===== src/rtl/core/wrrpq_pkg.sv =====
// ----------------------------------------------------------------------------
// wrrpq_pkg
// Types and constants shared by the weighted round robin queue block.
// ----------------------------------------------------------------------------
package wrrpq_pkg;

  localparam int unsigned NumQueues  = 4;
  localparam int unsigned QueueDepth = 16;
  localparam int unsigned IdBits     = 16;
  localparam int unsigned MaxResults = 64;
  localparam int unsigned NumWeights = 4;
  localparam int unsigned QBits      = 3;
  localparam int unsigned CntBits    = $clog2(QueueDepth + 1);
  localparam int unsigned RankBits   = 18;
  localparam int unsigned NRBits     = $clog2(MaxResults + 1);

  localparam logic [6:0] AgeThresholdReset = 7'd60;

  typedef enum logic [2:0] {
    KIND_SERVED    = 3'd0,
    KIND_ENQUEUED  = 3'd1,
    KIND_FULL      = 3'd2,
    KIND_BAD_QUEUE = 3'd3,
    KIND_EMPTY     = 3'd4
  } kind_e;

  typedef enum logic [2:0] {
    REG_AGE = 3'd0,
    REG_W0  = 3'd1,
    REG_W1  = 3'd2,
    REG_W2  = 3'd3,
    REG_W3  = 3'd4
  } reg_e;

  typedef enum logic [1:0] {
    ST_IDLE,
    ST_INSERT,
    ST_SERVE,
    ST_DONE
  } state_e;

  typedef struct packed {
    logic [IdBits-1:0]   id;
    logic [RankBits-1:0] rank;
  } person_t;

  // Row command: insert shifts worse entries right, pop shifts all left.
  typedef struct packed {
    logic    ins;
    logic    pop;
    person_t person;
  } row_cmd_t;

endpackage


===== src/rtl/core/wrrpq_cell.sv =====
// ----------------------------------------------------------------------------
// wrrpq_cell
// One slot of a sorted queue row; trades its entry with its neighbors.
// ----------------------------------------------------------------------------
module wrrpq_cell (
  input  logic                clk_i,
  input  logic                cmd_ins_i,
  input  logic                cmd_pop_i,
  input  wrrpq_pkg::person_t  new_i,
  input  logic                valid_i,
  input  logic                left_valid_i,
  input  logic                left_moves_i,
  input  wrrpq_pkg::person_t  left_i,
  input  wrrpq_pkg::person_t  right_i,
  output logic                moves_o,
  output wrrpq_pkg::person_t  entry_o
);

  wrrpq_pkg::person_t entry_q, entry_d;

  // Entry is displaced when the new person ranks strictly better.
  assign moves_o = valid_i && (new_i.rank < entry_q.rank);

  always_comb begin
    entry_d = entry_q;
    if (cmd_pop_i) begin
      entry_d = right_i;
    end else if (cmd_ins_i) begin
      if (left_moves_i) begin
        entry_d = left_i;
      end else if (moves_o || (!valid_i && left_valid_i)) begin
        entry_d = new_i;
      end
    end
  end

  always_ff @(posedge clk_i) begin
    entry_q <= entry_d;
  end

  assign entry_o = entry_q;

endmodule


===== src/rtl/core/wrrpq_row.sv =====
// ----------------------------------------------------------------------------
// wrrpq_row
// Chain of cells holding one priority queue, best entry at the head.
// ----------------------------------------------------------------------------
module wrrpq_row (
  input  logic                                clk_i,
  input  logic                                rst_ni,
  input  wrrpq_pkg::row_cmd_t                 cmd_i,
  output wrrpq_pkg::person_t                  head_o,
  output logic [wrrpq_pkg::CntBits-1:0]       count_o
);

  localparam int unsigned D = wrrpq_pkg::QueueDepth;

  logic [D-1:0]       valid;
  logic [D-1:0]       moves;
  wrrpq_pkg::person_t entry [D];
  logic [wrrpq_pkg::CntBits-1:0] count_q;

  always_comb begin
    for (int i = 0; i < D; i++) begin
      valid[i] = (wrrpq_pkg::CntBits'(i) < count_q);
    end
  end

  for (genvar i = 0; i < D; i++) begin : g_cell
    wrrpq_pkg::person_t left_e, right_e;
    logic left_v, left_m;
    if (i == 0) begin : g_first
      assign left_e = cmd_i.person;
      assign left_v = 1'b1;
      assign left_m = 1'b0;
    end else begin : g_mid
      assign left_e = entry[i-1];
      assign left_v = valid[i-1];
      assign left_m = moves[i-1];
    end
    if (i == D - 1) begin : g_last
      assign right_e = entry[i];
    end else begin : g_inner
      assign right_e = entry[i+1];
    end
    wrrpq_cell u_cell (
      .clk_i        (clk_i),
      .cmd_ins_i    (cmd_i.ins),
      .cmd_pop_i    (cmd_i.pop),
      .new_i        (cmd_i.person),
      .valid_i      (valid[i]),
      .left_valid_i (left_v),
      .left_moves_i (left_m),
      .left_i       (left_e),
      .right_i      (right_e),
      .moves_o      (moves[i]),
      .entry_o      (entry[i])
    );
  end

  always_ff @(posedge clk_i or negedge rst_ni) begin
    if (!rst_ni) begin
      count_q <= '0;
    end else if (cmd_i.pop) begin
      count_q <= count_q - 1'b1;
    end else if (cmd_i.ins) begin
      count_q <= count_q + 1'b1;
    end
  end

  assign head_o  = entry[0];
  assign count_o = count_q;

endmodule


===== config.mk =====
export PLATFORM = sky130hd
export DESIGN_NAME = wrrpq_row
export DESIGN_NICKNAME = d
export VERILOG_FILES = /design/src/rtl/core/wrrpq_pkg.sv /design/src/rtl/core/wrrpq_cell.sv /design/src/rtl/core/wrrpq_row.sv
export SDC_FILE = /design/constraint.sdc
export NUM_CORES = 1
export LEC_CHECK = 0
export ABC_AREA = 1
export BUFFER_PORTS_ARGS = -buffer_cell sky130_fd_sc_hd__buf_2
export CORE_UTILIZATION = 64
export DETAILED_ROUTE_END_ITERATION = 16
export PLACE_DENSITY = 0.82
export SLEW_MARGIN = 30
export SYNTH_ARGS = -nofsm -noshare
export SYNTH_HDL_FRONTEND = slang
export SYNTH_SLANG_ARGS = --single-unit

===== constraint.sdc =====
create_clock -name clk_i -period 5.1 [get_ports clk_i]
set_input_delay 0.765 -clock clk_i [delete_from_list [all_inputs] [get_ports clk_i]]
set_output_delay 0.765 -clock clk_i [all_outputs]
set_load 0.05 [all_outputs]

==> results.py <==
metrics = {
    "cts": {
        "clock_path_buffers": 3,
        "cts.clk_slew.worst_paths_ns": 0.06,
        "cts_resized": 0,
        "clkLatencyLatePin_ns": 0.64,
        "cts_hold_buffers": 1,
        "post_cts_buffers": 0,
        "cts_buffers": 60,
        "clkSinkCount": 549,
        "htreeDepth": 2,
        "cts_tree": "yes",
        "root_buffer": "clkbuf_16",
    },
    "floorplan": {
        "io_pins": 77,
        "die_h_um": 244,
        "rows": 88,
        "core_um2": 57800,
        "dieArea_um2": 59600,
        "die-width_um": 244,
        "initial_core_util_pct": 64.9,
    },
    "logic_synthesis": {
        "ys_warn_count": 0,
        "ys_seq_area_share_pct": 43.8,
        "avgSynthCellArea_um2": 7.62,
        "synth_edf_count": 544,
        "ys_seq_elements": 549,
        "synth_area_um2": 37500,
        "syn-num-nets": 5238,
        "ys_types": 38,
        "synth_cells": 4925,
        "async_flop_share_pct": 0.911,
        "synth-main-ff-cell": "edfxtp_1",
    },
    "global_routing": {
        "grt_max_degree": 209,
        "antenna_found_initial": 0,
        "grt_pass1_wl_um": 162000,
        "grt.total_usage_pct": 33.4,
        "grt-ovfl-total": 0,
        "grt_pass1_vias": 31034,
    },
    "timing": {
        "skew_ns": 0.0182,
        "post-route-period-util_pct": 69.4,
        "fin_crit_ns": 3.54,
        "rsz0062_at_grt": "no",
        "fmax_mhz": 283,
        "slew_viol_final": 0,
        "tightest_slew_ns": 1.08,
        "worst_slack_ns": 1.56,
        "setup_viol": 0,
        "finalHoldViolCount": 0,
        "max_slew_margin_pct": 28.0,
        "tns_ns": 0,
    },
    "pwr": {
        "p_per_area_nw_per_um2": 649,
        "leakage_uw": 0.0199,
        "max-vdd-ir-drop_uv": 417,
    },
    "worst_setup_path": {
        "critPathArrivalTime_ns": 3.87,
        "cp_common_cell": "nand2_1",
        "end_kind": "register",
        "required_ns": 5.43,
        "max_stage_delay_ns": 0.66,
        "crit_slowest_cell": "dfrtp_1",
        "crit_buf_inv": 4,
        "critPathTopFamily": "buffers and inverters",
        "critPathLaunchType": "register",
        "critPathKind": "register to register",
        "cp_max_fo": 38,
        "path_cells": "inv_1 > nand3_1 > buf_4 > nand2_1 > inv_2 > nand3_2 > nand2_1 > nor2_1 > nor2_4 > buf_12",
    },
    "final_layout": {
        "final_cell_mix": "1906 x nand2_1, 624 x nand3_1, 555 x inv_1, 544 x edfxtp_1, 275 x ha_1",
        "final_cells": 5657,
        "seq_area_um2": 16500,
        "antenna_cells": 0,
        "final_layout_size_suffix_gt1_share_pct": 5.78,
        "area_growth_pct": 7.40,
        "fillers": 4724,
        "multi_input_area_um2": 17800,
        "layout_commonest_cell": "nand2_1",
        "final_cell_area_um2": 40300,
        "postLayoutCoreUtil_pct": 69.8,
        "nets": 5154,
    },
    "drt": {
        "met3_length_um": 9460,
        "drc": 0,
        "wirelength_um": 100000,
        "wl_per_cell_um": 17.7,
        "dr_wl_met2_um": 45500,
        "vias_per_cell": 5.83,
        "vias": 32961,
        "ant_nets": 0,
        "top_layer_used": "met4",
        "wl_met1_um": 42700,
        "initialDrtViolationCount": 3798,
        "firstDrtPassIters": 9,
    },
    "place": {
        "numPlacedInstances": 5542,
        "dp_hpwl_um": 70700,
        "io_buffers": 76,
        "placed_cell_area_um2": 38300,
        "place_ws_ns": 1.29,
        "place_congestion": 0.918,
    },
    "worst_hold_path": {
        "holdCritPathClass": "primary input to asynchronous set/reset pin",
    },
    "outcome": {
        "status": "finished, final reports clean",
    },
    "job": {
        "drv_cap": 0,
    },
}
-- stage by stage --
stage	hold WS [ns]	power, µW
5_1_grt	0.494	28200
2_1_floorplan	0.469	18400
3_3_place_gp	0.498	21000
4_1_cts	0.465	25900
3_5_place_dp	0.501	21500
6_report	0.490	26100
-- power breakdown --
part | switching, µW | internal [µW]
registers | 1320 | 8220
clock network | 1850 | 2530
logic | 8340 | 3880
total | 11500 | 14600
-- flip-flops by register name, indices dropped and copies added, names as in the netlist --
register               flops
g_cell.u_cell.entry_o    544
count_o                    5
-- cells in the mapped netlist, drive strengths merged (10+ instances only) --
cell    number  area [µm²]
a21o        16         120
a21oi       99         499
buf        130         672
clkbuf     164         616
edfxtp     544       16300
ha         275        3440
inv        565        2120
nand2     1913        7210
nand3      627        3150
nand3b      67         503
nand4      153         970
nor2       166         696
o21a        10        75.1
o21ai      164         821
-- area by class of cell --
class / count / area share (%)
clock inverter: 37 / 0.872
timing repair buffer: 148 / 2.57
tap: 765 / 2.37
inverter: 565 / 5.28
multi-input combinational: 3517 / 44.2
sequential: 549 / 40.8
clock buffer: 76 / 3.93
-- worst reg2reg max path: stages, from the launching register on --
cell and delay [ns]:
dfrtp_1 0.66, inv_1 0.24, nand3_1 0.17, buf_4 0.42, nand2_1 0.14, inv_2 0.55
nand3_2 0.18, nand2_1 0.10, nor2_1 0.08, nor2_4 0.43, buf_12 0.24
-- logic make-up after synthesis --
kind of cell	after synthesis	synth area share [%]
AOI/OAI and AO/OA	302	4.28
DFF	549	43.8
adders and majority gates	275	9.16
and+or+nand+nor	2936	33.5
xor gates and xnor gates	4	0.0933
buffers and inverters	859	9.08
-- layer usage --
layer / GRT usage [%] / vias up
met2: 53.0 / 1756
met1: 48.0 / 14996
met5: 0 / -
met4: 10.3 / 0
li1: - / 16009
met3: 3.87 / 200
-- worst paths after layout --
check | slack, ns | end | cells past startpoint | start
min in group clk_i | 0.52 | g_cell[14].u_cell.entry_o[20]$_DFFE_PP_ | 2 | g_cell[15].u_cell.entry_o[20]$_DFFE_PP_
min | 0.49 | count_o[1]$_DFFE_PN0P_ | 2 | rst_ni
min reg2reg | 0.52 | g_cell[14].u_cell.entry_o[20]$_DFFE_PP_ | 2 | g_cell[15].u_cell.entry_o[20]$_DFFE_PP_
max reg2reg | 1.56 | g_cell[2].u_cell.entry_o[6]$_DFFE_PP_ | 10 | count_o[0]$_DFFE_PN0P_
max in group asynchronous | 4.44 | count_o[3]$_DFFE_PN0P_ | 2 | rst_ni
max | 1.56 | g_cell[2].u_cell.entry_o[6]$_DFFE_PP_ | 10 | count_o[0]$_DFFE_PN0P_
Note: power is estimated with default switching activity, not from simulation.
